--- src/rtl/ts_pes_pkg.sv ---
package ts_pes_pkg;

  // Width of the PES length counter
  localparam int LENGTH_BITS = 24;

  // PCR split: count / 300 gives the base, count % 300 the extension
  localparam int PCR_BITS      = 42;
  localparam int PCR_QUO_BITS  = 33;
  localparam int PCR_EXT_BITS  = 9;
  localparam logic [PCR_EXT_BITS-1:0] PCR_DIV = 9'd300;

  // count / 300 == (count >> 2) / 75, done as a multiply by a rounded-up
  // reciprocal of 75 and a right shift; exact for every 40-bit operand
  localparam int PCR_Y_BITS  = PCR_BITS - 2;
  localparam int HALF_BITS   = PCR_Y_BITS / 2;
  localparam int RECIP_SHIFT = 46;
  localparam logic [PCR_Y_BITS-1:0] RECIP_75 = 40'd938249922369;

  // Transport packet constants
  localparam logic [7:0] TS_SYNC    = 8'h47;
  localparam logic [7:0] CAP_PCR    = 8'd176;
  localparam logic [7:0] CAP_AF     = 8'd182;
  localparam logic [7:0] CAP_FULL   = 8'd184;
  localparam logic [7:0] STUFF_BYTE = 8'hFF;
  localparam logic [7:0] FLAG_RAI   = 8'h40;
  localparam logic [7:0] FLAG_PCR   = 8'h10;
  localparam logic [7:0] PCR_RSV    = 8'h7E;
  localparam logic [7:0] PCR_AF_LEN = 8'd6;

  // AF control field codes
  localparam logic [1:0] AFC_PAYLOAD = 2'd1;
  localparam logic [1:0] AFC_AF_ONLY = 2'd2;
  localparam logic [1:0] AFC_BOTH    = 2'd3;

  // Job queue between front and back
  localparam int FIFO_DEPTH = 4;
  localparam int FIFO_AW    = $clog2(FIFO_DEPTH);

  // One job: a payload byte plus whatever packet header goes before it
  typedef struct packed {
    logic [7:0]              data;
    logic                    hdr;
    logic                    af;
    logic                    pcr;
    logic [7:0]              hdr_b1;
    logic [7:0]              hdr_b2;
    logic [7:0]              hdr_b3;
    logic [7:0]              af_len;
    logic [7:0]              af_flags;
    logic [7:0]              stuff;
    logic                    pkt_end;
    logic                    pes_end;
    logic [PCR_QUO_BITS-1:0] pcr_quo;
    logic [PCR_EXT_BITS-1:0] pcr_ext;
  } job_t;

endpackage

--- src/rtl/ts_pes_div.sv ---
module ts_pes_div (
  input  logic                                clk,
  input  logic                                rst,
  input  logic                                start,
  input  logic [ts_pes_pkg::PCR_BITS-1:0]     dividend,
  output logic                                busy,
  output logic [ts_pes_pkg::PCR_QUO_BITS-1:0] quotient,
  output logic [ts_pes_pkg::PCR_EXT_BITS-1:0] remainder
);
  import ts_pes_pkg::*;

  logic [2:0]                  phase;
  logic [PCR_BITS-1:0]         num;
  logic [PCR_Y_BITS-1:0]       y;
  logic [2*HALF_BITS-1:0]      p_hh;
  logic [2*HALF_BITS-1:0]      p_hl;
  logic [2*HALF_BITS-1:0]      p_lh;
  logic [2*HALF_BITS-1:0]      p_ll;
  logic [2*PCR_Y_BITS-1:0]     prod;
  logic [PCR_QUO_BITS-1:0]     quo;
  logic [2*PCR_EXT_BITS-1:0]   quo_x300;
  logic [PCR_EXT_BITS-1:0]     rem;

  // Sum of the partial products; low quotient bits times 300 for the remainder
  always_comb begin
    y        = num[PCR_BITS-1:2];
    prod     = {p_hh, {PCR_Y_BITS{1'b0}}} +
               {{HALF_BITS{1'b0}}, p_hl, {HALF_BITS{1'b0}}} +
               {{HALF_BITS{1'b0}}, p_lh, {HALF_BITS{1'b0}}} +
               {{PCR_Y_BITS{1'b0}}, p_ll};
    quo_x300 = (2*PCR_EXT_BITS)'(quo[PCR_EXT_BITS-1:0]) * (2*PCR_EXT_BITS)'(PCR_DIV);
  end

  // Three steps: partial products, quotient, remainder
  always_ff @(posedge clk) begin
    if (rst) begin
      phase <= '0;
    end else if (start) begin
      phase <= 3'b001;
    end else begin
      phase <= {phase[1:0], 1'b0};
    end
  end

  // Quotient keeps its low 33 bits only, which is the base mask
  always_ff @(posedge clk) begin
    if (start) begin
      num <= dividend;
    end
    if (phase[0]) begin
      p_hh <= (2*HALF_BITS)'(y[PCR_Y_BITS-1:HALF_BITS]) *
              (2*HALF_BITS)'(RECIP_75[PCR_Y_BITS-1:HALF_BITS]);
      p_hl <= (2*HALF_BITS)'(y[PCR_Y_BITS-1:HALF_BITS]) *
              (2*HALF_BITS)'(RECIP_75[HALF_BITS-1:0]);
      p_lh <= (2*HALF_BITS)'(y[HALF_BITS-1:0]) *
              (2*HALF_BITS)'(RECIP_75[PCR_Y_BITS-1:HALF_BITS]);
      p_ll <= (2*HALF_BITS)'(y[HALF_BITS-1:0]) *
              (2*HALF_BITS)'(RECIP_75[HALF_BITS-1:0]);
    end
    if (phase[1]) begin
      quo <= prod[RECIP_SHIFT+PCR_QUO_BITS-1:RECIP_SHIFT];
    end
    // remainder is below 512, so 9-bit arithmetic is exact
    if (phase[2]) begin
      rem <= num[PCR_EXT_BITS-1:0] - quo_x300[PCR_EXT_BITS-1:0];
    end
  end

  assign busy      = phase != '0;
  assign quotient  = quo;
  assign remainder = rem;

endmodule

--- src/rtl/ts_pes_front.sv ---
module ts_pes_front (
  input  logic                            clk,
  input  logic                            rst,
  input  logic [7:0]                      pes_byte,
  input  logic                            start_of_pes,
  input  logic [23:0]                     pes_length,
  input  logic [12:0]                     stream_pid,
  input  logic                            pcr_present,
  input  logic                            keyframe,
  input  logic [ts_pes_pkg::PCR_BITS-1:0] pcr_count,
  input  logic [3:0]                      first_cc,
  input  logic                            push,
  output logic                            full,
  output logic                            job_push,
  output ts_pes_pkg::job_t                job,
  input  logic                            job_full
);
  import ts_pes_pkg::*;

  // Packetizer state
  logic [LENGTH_BITS-1:0] bytes_remaining;
  logic [7:0]             payload_left_in_packet;
  logic [3:0]             cont_counter;
  logic [12:0]            held_pid;

  // Classified item waiting to enter the queue
  job_t pend;
  logic pend_valid;

  logic                    accept;
  logic                    div_busy;
  logic [PCR_QUO_BITS-1:0] div_quo;
  logic [PCR_EXT_BITS-1:0] div_rem;

  logic [LENGTH_BITS-1:0] br_in;
  logic [LENGTH_BITS-1:0] br_after;
  logic [7:0]             pl_in;
  logic [7:0]             pl_cur;
  logic [7:0]             pl_after;
  logic [3:0]             cc_in;
  logic [12:0]            pid_in;
  logic                   has_work;
  logic                   begin_pkt;
  logic                   pcr;
  logic                   af;
  logic [7:0]             cap;
  logic [7:0]             pay;
  logic [7:0]             stuff;
  logic [1:0]             afc;
  job_t                   job_d;

  assign accept   = push && !full;
  assign job_push = pend_valid && !(pend.pcr && div_busy) && !job_full;
  assign full     = pend_valid && !job_push;

  // Classify the incoming byte against the current packet state
  always_comb begin
    br_in     = start_of_pes ? LENGTH_BITS'(pes_length) : bytes_remaining;
    pl_in     = start_of_pes ? 8'd0 : payload_left_in_packet;
    cc_in     = start_of_pes ? first_cc : cont_counter;
    pid_in    = start_of_pes ? stream_pid : held_pid;
    has_work  = br_in != '0;
    begin_pkt = pl_in == 8'd0;
    pcr       = start_of_pes && pcr_present;

    if (pcr) begin
      af  = 1'b1;
      cap = CAP_PCR;
    end else if (start_of_pes) begin
      af  = 1'b1;
      cap = CAP_AF;
    end else if (br_in < LENGTH_BITS'(CAP_FULL)) begin
      af  = 1'b1;
      cap = CAP_AF;
    end else begin
      af  = 1'b0;
      cap = CAP_FULL;
    end

    pay      = (br_in < LENGTH_BITS'(cap)) ? br_in[7:0] : cap;
    stuff    = cap - pay;
    afc      = af ? ((pay != 8'd0) ? AFC_BOTH : AFC_AF_ONLY) : AFC_PAYLOAD;
    pl_cur   = begin_pkt ? pay : pl_in;
    pl_after = pl_cur - 8'd1;
    br_after = br_in - 1'b1;

    job_d          = '0;
    job_d.data     = pes_byte;
    job_d.hdr      = begin_pkt;
    job_d.af       = begin_pkt && af;
    job_d.pcr      = pcr;
    job_d.hdr_b1   = {1'b0, start_of_pes, 1'b0, pid_in[12:8]};
    job_d.hdr_b2   = pid_in[7:0];
    job_d.hdr_b3   = {2'b00, afc, cc_in};
    job_d.af_len   = 8'd1 + (pcr ? PCR_AF_LEN : 8'd0) + stuff;
    job_d.af_flags = ((start_of_pes && keyframe) ? FLAG_RAI : 8'd0) |
                     (pcr ? FLAG_PCR : 8'd0);
    job_d.stuff    = stuff;
    job_d.pkt_end  = pl_after == 8'd0;
    job_d.pes_end  = br_after == '0;
  end

  // State update per accepted byte
  always_ff @(posedge clk) begin
    if (rst) begin
      bytes_remaining        <= '0;
      payload_left_in_packet <= '0;
      cont_counter           <= '0;
      held_pid               <= '0;
    end else if (accept) begin
      if (has_work) begin
        bytes_remaining        <= br_after;
        payload_left_in_packet <= (br_after == '0) ? 8'd0 : pl_after;
        held_pid               <= pid_in;
        cont_counter           <= begin_pkt ? cc_in + 4'd1 : cc_in;
      end else if (start_of_pes) begin
        bytes_remaining        <= '0;
        payload_left_in_packet <= '0;
      end
    end
  end

  // Job holding register
  always_ff @(posedge clk) begin
    if (rst) begin
      pend_valid <= 1'b0;
    end else if (accept && has_work) begin
      pend_valid <= 1'b1;
    end else if (job_push) begin
      pend_valid <= 1'b0;
    end
  end

  always_ff @(posedge clk) begin
    if (accept && has_work) begin
      pend <= job_d;
    end
  end

  ts_pes_div u_div (
    .clk       (clk),
    .rst       (rst),
    .start     (accept && has_work && pcr),
    .dividend  (pcr_count),
    .busy      (div_busy),
    .quotient  (div_quo),
    .remainder (div_rem)
  );

  // Queue entry takes the PCR split from the divider
  always_comb begin
    job         = pend;
    job.pcr_quo = div_quo;
    job.pcr_ext = div_rem;
  end

endmodule

--- src/rtl/ts_pes_fifo.sv ---
module ts_pes_fifo (
  input  logic             clk,
  input  logic             rst,
  input  logic             wr,
  input  ts_pes_pkg::job_t din,
  output logic             full,
  input  logic             rd,
  output ts_pes_pkg::job_t dout,
  output logic             empty
);
  import ts_pes_pkg::*;

  job_t               entries [FIFO_DEPTH];
  logic [FIFO_AW-1:0] wr_ptr;
  logic [FIFO_AW-1:0] rd_ptr;
  logic [FIFO_AW:0]   count;
  logic               do_wr;
  logic               do_rd;

  assign full  = count == (FIFO_AW + 1)'(FIFO_DEPTH);
  assign empty = count == '0;
  assign do_wr = wr && !full;
  assign do_rd = rd && !empty;
  assign dout  = entries[rd_ptr];

  // Pointers and fill level
  always_ff @(posedge clk) begin
    if (rst) begin
      wr_ptr <= '0;
      rd_ptr <= '0;
      count  <= '0;
    end else begin
      if (do_wr) begin
        wr_ptr <= wr_ptr + 1'b1;
      end
      if (do_rd) begin
        rd_ptr <= rd_ptr + 1'b1;
      end
      if (do_wr && !do_rd) begin
        count <= count + 1'b1;
      end else if (do_rd && !do_wr) begin
        count <= count - 1'b1;
      end
    end
  end

  always_ff @(posedge clk) begin
    if (do_wr) begin
      entries[wr_ptr] <= din;
    end
  end

endmodule

--- src/rtl/ts_pes_back.sv ---
module ts_pes_back (
  input  logic             clk,
  input  logic             rst,
  input  ts_pes_pkg::job_t job,
  input  logic             job_empty,
  output logic             job_pop,
  output logic [7:0]       out_byte,
  output logic [7:0]       repeat_count,
  output logic             packet_end,
  output logic             pes_end,
  output logic             item_end,
  output logic             empty,
  input  logic             pop
);
  import ts_pes_pkg::*;

  typedef enum logic [3:0] {
    ST_SYNC,
    ST_PID_HI,
    ST_PID_LO,
    ST_AFC_CC,
    ST_AF_LEN,
    ST_AF_FLAGS,
    ST_PCR0,
    ST_PCR1,
    ST_PCR2,
    ST_PCR3,
    ST_PCR4,
    ST_PCR5,
    ST_STUFF,
    ST_PAYLOAD
  } step_t;

  step_t      step;
  step_t      cur;
  step_t      step_next;
  logic       out_valid;
  logic       adv;
  logic [7:0] byte_sel;
  logic [7:0] rep_sel;
  logic       last_sel;

  // Output register frees up when empty or being drained
  assign adv     = !job_empty && (!out_valid || pop);
  assign job_pop = adv && last_sel;
  assign empty   = !out_valid;

  // Byte for the current step and the step after it
  always_comb begin
    cur      = (step == ST_SYNC && !job.hdr) ? ST_PAYLOAD : step;
    rep_sel  = 8'd1;
    last_sel = 1'b0;
    unique case (cur)
      ST_SYNC: begin
        byte_sel  = TS_SYNC;
        step_next = ST_PID_HI;
      end
      ST_PID_HI: begin
        byte_sel  = job.hdr_b1;
        step_next = ST_PID_LO;
      end
      ST_PID_LO: begin
        byte_sel  = job.hdr_b2;
        step_next = ST_AFC_CC;
      end
      ST_AFC_CC: begin
        byte_sel  = job.hdr_b3;
        step_next = job.af ? ST_AF_LEN : ST_PAYLOAD;
      end
      ST_AF_LEN: begin
        byte_sel  = job.af_len;
        step_next = ST_AF_FLAGS;
      end
      ST_AF_FLAGS: begin
        byte_sel  = job.af_flags;
        step_next = job.pcr ? ST_PCR0 :
                    ((job.stuff != 8'd0) ? ST_STUFF : ST_PAYLOAD);
      end
      ST_PCR0: begin
        byte_sel  = job.pcr_quo[32:25];
        step_next = ST_PCR1;
      end
      ST_PCR1: begin
        byte_sel  = job.pcr_quo[24:17];
        step_next = ST_PCR2;
      end
      ST_PCR2: begin
        byte_sel  = job.pcr_quo[16:9];
        step_next = ST_PCR3;
      end
      ST_PCR3: begin
        byte_sel  = job.pcr_quo[8:1];
        step_next = ST_PCR4;
      end
      ST_PCR4: begin
        byte_sel  = {job.pcr_quo[0], PCR_RSV[6:1], job.pcr_ext[8]};
        step_next = ST_PCR5;
      end
      ST_PCR5: begin
        byte_sel  = job.pcr_ext[7:0];
        step_next = (job.stuff != 8'd0) ? ST_STUFF : ST_PAYLOAD;
      end
      ST_STUFF: begin
        byte_sel  = STUFF_BYTE;
        rep_sel   = job.stuff;
        step_next = ST_PAYLOAD;
      end
      ST_PAYLOAD: begin
        byte_sel  = job.data;
        last_sel  = 1'b1;
        step_next = ST_SYNC;
      end
      default: begin
        byte_sel  = job.data;
        step_next = ST_SYNC;
      end
    endcase
  end

  // Sequencer state and result register
  always_ff @(posedge clk) begin
    if (rst) begin
      step         <= ST_SYNC;
      out_valid    <= 1'b0;
      out_byte     <= '0;
      repeat_count <= '0;
      packet_end   <= 1'b0;
      pes_end      <= 1'b0;
      item_end     <= 1'b0;
    end else if (adv) begin
      step         <= step_next;
      out_valid    <= 1'b1;
      out_byte     <= byte_sel;
      repeat_count <= rep_sel;
      packet_end   <= last_sel && job.pkt_end;
      pes_end      <= last_sel && job.pes_end;
      item_end     <= last_sel;
    end else if (pop) begin
      out_valid <= 1'b0;
    end
  end

endmodule

--- src/rtl/ts_pes_packetizer_unit.sv ---
// Channel   Direction  Handshake            Fields
// input     in         push / full          pes_byte, start_of_pes, pes_length, stream_pid,
//                                           pcr_present, keyframe, pcr_count, first_cc
// result    out        empty / pop          out_byte, repeat_count, packet_end, pes_end,
//                                           item_end
//
// A byte inside a packet gives one result; a byte that opens a packet gives one result per
// header step (up to 14); the back-end sequencer issues one per cycle unless pop or the job queue stalls it.
// A byte with a PCR holds the front end until the reciprocal divide by 300 is done.
// A four-entry job queue lets the front keep taking bytes while the back stalls on pop.
// Synchronous reset clears the control state but not every data register; no clearing pass.
module ts_pes_packetizer_unit (
  input  logic                            clk,
  input  logic                            rst,
  input  logic [7:0]                      pes_byte,
  input  logic                            start_of_pes,
  input  logic [23:0]                     pes_length,
  input  logic [12:0]                     stream_pid,
  input  logic                            pcr_present,
  input  logic                            keyframe,
  input  logic [ts_pes_pkg::PCR_BITS-1:0] pcr_count,
  input  logic [3:0]                      first_cc,
  input  logic                            push,
  output logic                            full,
  output logic [7:0]                      out_byte,
  output logic [7:0]                      repeat_count,
  output logic                            packet_end,
  output logic                            pes_end,
  output logic                            item_end,
  output logic                            empty,
  input  logic                            pop
);
  import ts_pes_pkg::*;

  job_t job_in;
  job_t job_out;
  logic job_push;
  logic job_full;
  logic job_empty;
  logic job_pop;

  ts_pes_front u_front (
    .clk          (clk),
    .rst          (rst),
    .pes_byte     (pes_byte),
    .start_of_pes (start_of_pes),
    .pes_length   (pes_length),
    .stream_pid   (stream_pid),
    .pcr_present  (pcr_present),
    .keyframe     (keyframe),
    .pcr_count    (pcr_count),
    .first_cc     (first_cc),
    .push         (push),
    .full         (full),
    .job_push     (job_push),
    .job          (job_in),
    .job_full     (job_full)
  );

  ts_pes_fifo u_fifo (
    .clk   (clk),
    .rst   (rst),
    .wr    (job_push),
    .din   (job_in),
    .full  (job_full),
    .rd    (job_pop),
    .dout  (job_out),
    .empty (job_empty)
  );

  ts_pes_back u_back (
    .clk          (clk),
    .rst          (rst),
    .job          (job_out),
    .job_empty    (job_empty),
    .job_pop      (job_pop),
    .out_byte     (out_byte),
    .repeat_count (repeat_count),
    .packet_end   (packet_end),
    .pes_end      (pes_end),
    .item_end     (item_end),
    .empty        (empty),
    .pop          (pop)
  );

endmodule

--- config.mk ---
export PLATFORM = sky130hd
export DESIGN_NAME = ts_pes_packetizer_unit
export DESIGN_NICKNAME = d
export VERILOG_FILES = /design/src/rtl/ts_pes_pkg.sv /design/src/rtl/ts_pes_div.sv /design/src/rtl/ts_pes_front.sv /design/src/rtl/ts_pes_fifo.sv /design/src/rtl/ts_pes_back.sv /design/src/rtl/ts_pes_packetizer_unit.sv
export SDC_FILE = /design/constraint.sdc
export NUM_CORES = 2
export LEC_CHECK = 0
export BUFFER_PORTS_ARGS = -buffer_cell sky130_fd_sc_hd__buf_2
export CORE_UTILIZATION = 50
export CTS_BUF_LIST = sky130_fd_sc_hd__clkbuf_16
export DETAILED_ROUTE_END_ITERATION = 10
export PLACE_DENSITY = 0.73
export SYNTH_ARGS = -nofsm -noshare
export SYNTH_HDL_FRONTEND = slang
export SYNTH_SLANG_ARGS = --single-unit
--- constraint.sdc ---
create_clock -name clk -period 6 [get_ports clk]
set_input_delay 0.3 -clock clk [delete_from_list [all_inputs] [get_ports clk]]
set_output_delay 0.3 -clock clk [all_outputs]
set_load 0.03 [all_outputs]
==> results by group <==
Timing
  • Peak Freq: 158 MHz
  • Slew Viols, Final: 0
  • Setup TNS: -3.33 ns
  • Final Hold Fails: 0
  • RSZ-0062 raised after global routing: true
  • Slew HR: 0.377
  • Fin crit period: 6.33 ns
  • Slew @ Worst Pin: slightly above 0.9 ns
  • Setup WS post-layout: -0.331 ns
  • Final setup violation count: 24
  • Clock skew: 0.0470 ns
  • Final worst path period share: 1.06

Drt
  • # DRC: 0
  • ANT nets after route: 0
  • DRT Pass-1 Iters: 5
  • WL final: 113000 um
  • Vias: 30668
  • Vias per inst: between 5 and 6
  • WL/cell: 20.1 um
  • Detailed Route Iter0 Violations: 2475

Setup path
  • Crit path largest cell delay: 0.53 ns
  • Slowest-stage cell, CP: fa_1
  • CP Data Arrival Time: 6.72 ns
  • Worst setup EP type: flop
  • Critical path's most frequent cell: fa_1
  • Required @ worst endpoint: 6.39 ns
  • Worst Path Buf+Inv: 5
  • Crit path launch type: flop
  • CP delay by family, top: adder cells
  • Crit Path Max Fanout: 5
  • Worst Setup Path Type: reg -> reg
  • CP cell instances: buf_6 -> fa_1 -> fa_1 -> inv_1 -> fa_1 -> inv_1 -> fa_1 -> fa_1 -> ha_1 -> inv_2 -> fa_1 -> inv_2 -> ha_4 -> nand4_1 -> nor2_2 -> nand3_2 -> a31o_4 -> a21oi_4 -> o2111ai_4 -> o211ai_1 -> a31oi_2 -> o21bai_1 -> xnor2_1

Final layout
  • Fin util: 0.599
  • Nets: 5277
  • Number of diodes: 0
  • Synth-to-layout area growth: 18.2%
  • Layout cells sized above 1: 0.206

Die
  • Full die area: about 98000 um^2
  • Starting Density: 0.507
  • Ports: approximately 120
  • Die height: 313 um
  • Row count: 113
  • Die W: roughly 310 um
  • Core Box Area: about 95000 um^2

Logic synthesis
  • Count leader, synth: edfxtp_1
  • Synth Area in Adders: 0.297
  • Avg Inst Size Synth: 12.9 um^2
  • Top cell type by total area after synthesis: edfxtp_1
  • Yosys cell types: 105
  • Simple-gate share of the synthesized area: 0.0615
  • Post-synthesis mux area share: 0.0540
  • Predominant post-synthesis flop cell: edfxtp_1
  • Share of the synthesized area in the top cell type: 0.390
  • EDFF count, synth: 627
  • Post-Synth XOR/XNOR Area: 0.0372
  • Synth Instances: 3754
  • Post-synthesis cell area: 48300 um^2
  • YS warnings: 0
  • Async S/R FF share, synth: 0
  • Post-synth top cells: 627 x edfxtp_1, 582 x inv_1, 518 x ha_1
  • Yosys reg bits: 713
  • Largest cells by area after synthesis: edfxtp_1 39%, fa_1 16%, ha_1 13%
  • Sequential share of the synthesized area: 0.426
  • Synth Area in Compound Gates: 0.0717
  • Synth Net Count: approximately 4800
  • Main combinational cell family by area after synthesis: adder cells

CTS
  • TritonCTS clock tree: done
  • TritonCTS Buffers: between 70 and 80
  • Max H-tree Level: 3
  • Sink Count: roughly 710
  • Later-pin clock latency in the skew report: between 0.6 and 0.7 ns
  • Root Buffer: clkbuf_16
  • Max clock buf depth: 3
  • Clk pin slew, worst setup/hold paths: ~0.070 ns

Outcome
  • Failing checks: setup timing
  • Outcome: finished, violations left

Pwr
  • Leak: about 0.024 uW
  • Max rail drop VDD: ~0.47 mV
  • Overall Power: 27500 uW
  • Pwr Density: 482 nW/um^2

GRT
  • Vias in the first global route: 31977
  • Pin count of the biggest net entering global routing: 72
  • First-pass GRT wire length: 176000 um
  • Initial antenna violation count: 0
  • Congestion Overflow GR: 0
  • Gr usage total: 0.232

Flow run
  • Max-Cap Viols: 0

Hold path
  • Worst min path class: in -> reg

Placed design
  • Final HPWL DP: 84800 um
  • GP Congestion: 0.920
  • PortBufs: 118
## metrics by stage
stage          instances  setup slack, ns  cell area (um^2)  hold slack (ns)
6_report            5597           -0.331             57100           0.0708
5_1_grt             5597           -0.576             57100           0.0953
4_1_cts             5574           -0.177             56000           0.0392
3_5_place_dp        5337           -0.331             52300            0.406
3_3_place_gp        5337           -0.210             52300            0.408
2_1_floorplan       3754           -0.161             48400            0.399
## layout by cell type (no fill, tap or decap), types with 83 or more instances in the layout
| cell type | count |
|---|---|
| dfxtp_1 | 83 |
| mux4_2 | 92 |
| ha_1 | 479 |
| nor2_1 | 169 |
| buf_4 | 297 |
| nand2_1 | 148 |
| xnor2_1 | 128 |
| inv_1 | 563 |
| a21oi_1 | 151 |
| fa_1 | 379 |
| edfxtp_1 | 627 |
| buf_2 | 117 |
## per-layer routing
layer,vias to the layer above,part of all wire,track usage
met4,0,0.025,0.0612
met5,-,0,0
li1,14269,-,-
met1,15309,0.42,0.311
met3,174,0.051,0.0241
met2,916,0.50,0.403
## worst register-to-register path, cell delays in order (launching register included)
cell,delay (ns)
edfxtp_1,0.38
buf_6,0.15
fa_1,0.52
fa_1,0.53
inv_1,0.05
fa_1,0.48
inv_1,0.05
fa_1,0.46
fa_1,0.48
ha_1,0.30
inv_2,0.04
fa_1,0.50
inv_2,0.05
ha_4,0.26
nand4_1,0.13
nor2_2,0.17
nand3_2,0.11
a31o_4,0.28
a21oi_4,0.17
o2111ai_4,0.17
o211ai_1,0.33
a31oi_2,0.17
o21bai_1,0.19
xnor2_1,0.09
## power by group
group,total (uW),switching (uW),internal (uW)
logic,15900,8650,7220
registers,6710,261,6450
clock network,4910,2070,2840
## path summary, 6_finish.rpt
kind                    startpoint  slack [ns]  cells after the start                          end
max reg2reg  u_front.u_div.num[12]       -0.33                     23       u_front.u_div.p_ll[39]
max          u_front.u_div.num[12]       -0.33                     23       u_front.u_div.p_ll[39]
min reg2reg   u_front.u_div.num[1]        0.42                      0   u_front.u_div.remainder[1]
min                 pes_length[19]        0.07                      4  u_front.bytes_remaining[19]
## what timing repair did
action | 4_1_cts | 5_1_grt
endpoints found under the setup margin | 23 | 52
hold buffers | 69 | 0
gates resized for setup | 44 | 166
pin swaps | 64 | 129
buffers inserted | 24 | 36
endpoints found under the hold margin | 69 | 0
## state kept, by name, indices dropped and copies added (netlist names), 9 cells and up, named ones only
name,count
u_front.u_div.p_lh,32
u_front.held_pid,13
u_front.u_div.p_ll,22
u_fifo.entries,368
u_front.u_div.p_hh,31
u_front.u_div.p_hl,40
u_front.u_div.remainder,9
u_front.job,50
u_front.u_div.quotient,33
u_front.bytes_remaining,24
u_front.u_div.num,42
## area by class of cell
type                            instances  area (um^2)
Multi-Input combinational cell       2383        26200
Inverter                              585         2200
Clock buffer                           79         1980
Fill cell                            7376        38200
Sequential cell                       713        20600
Timing Repair Buffer                  507         3790
Clock inverter                         65          697
Tap cell                             1265         1580
## cells by family (layout without fill, tap and decap cells)
group / after synthesis / count (layout)
buffers and inverters: 658 / 1236
DFF: 713 / 713
xor gates and xnor gates: 205 / 205
and+or+nand+nor: 598 / 598
muxes: 141 / 141
adders and majority gates: 911 / 911
AOI/OAI and AO/OA: 528 / 528
Power figures use the tool's default switching activity.
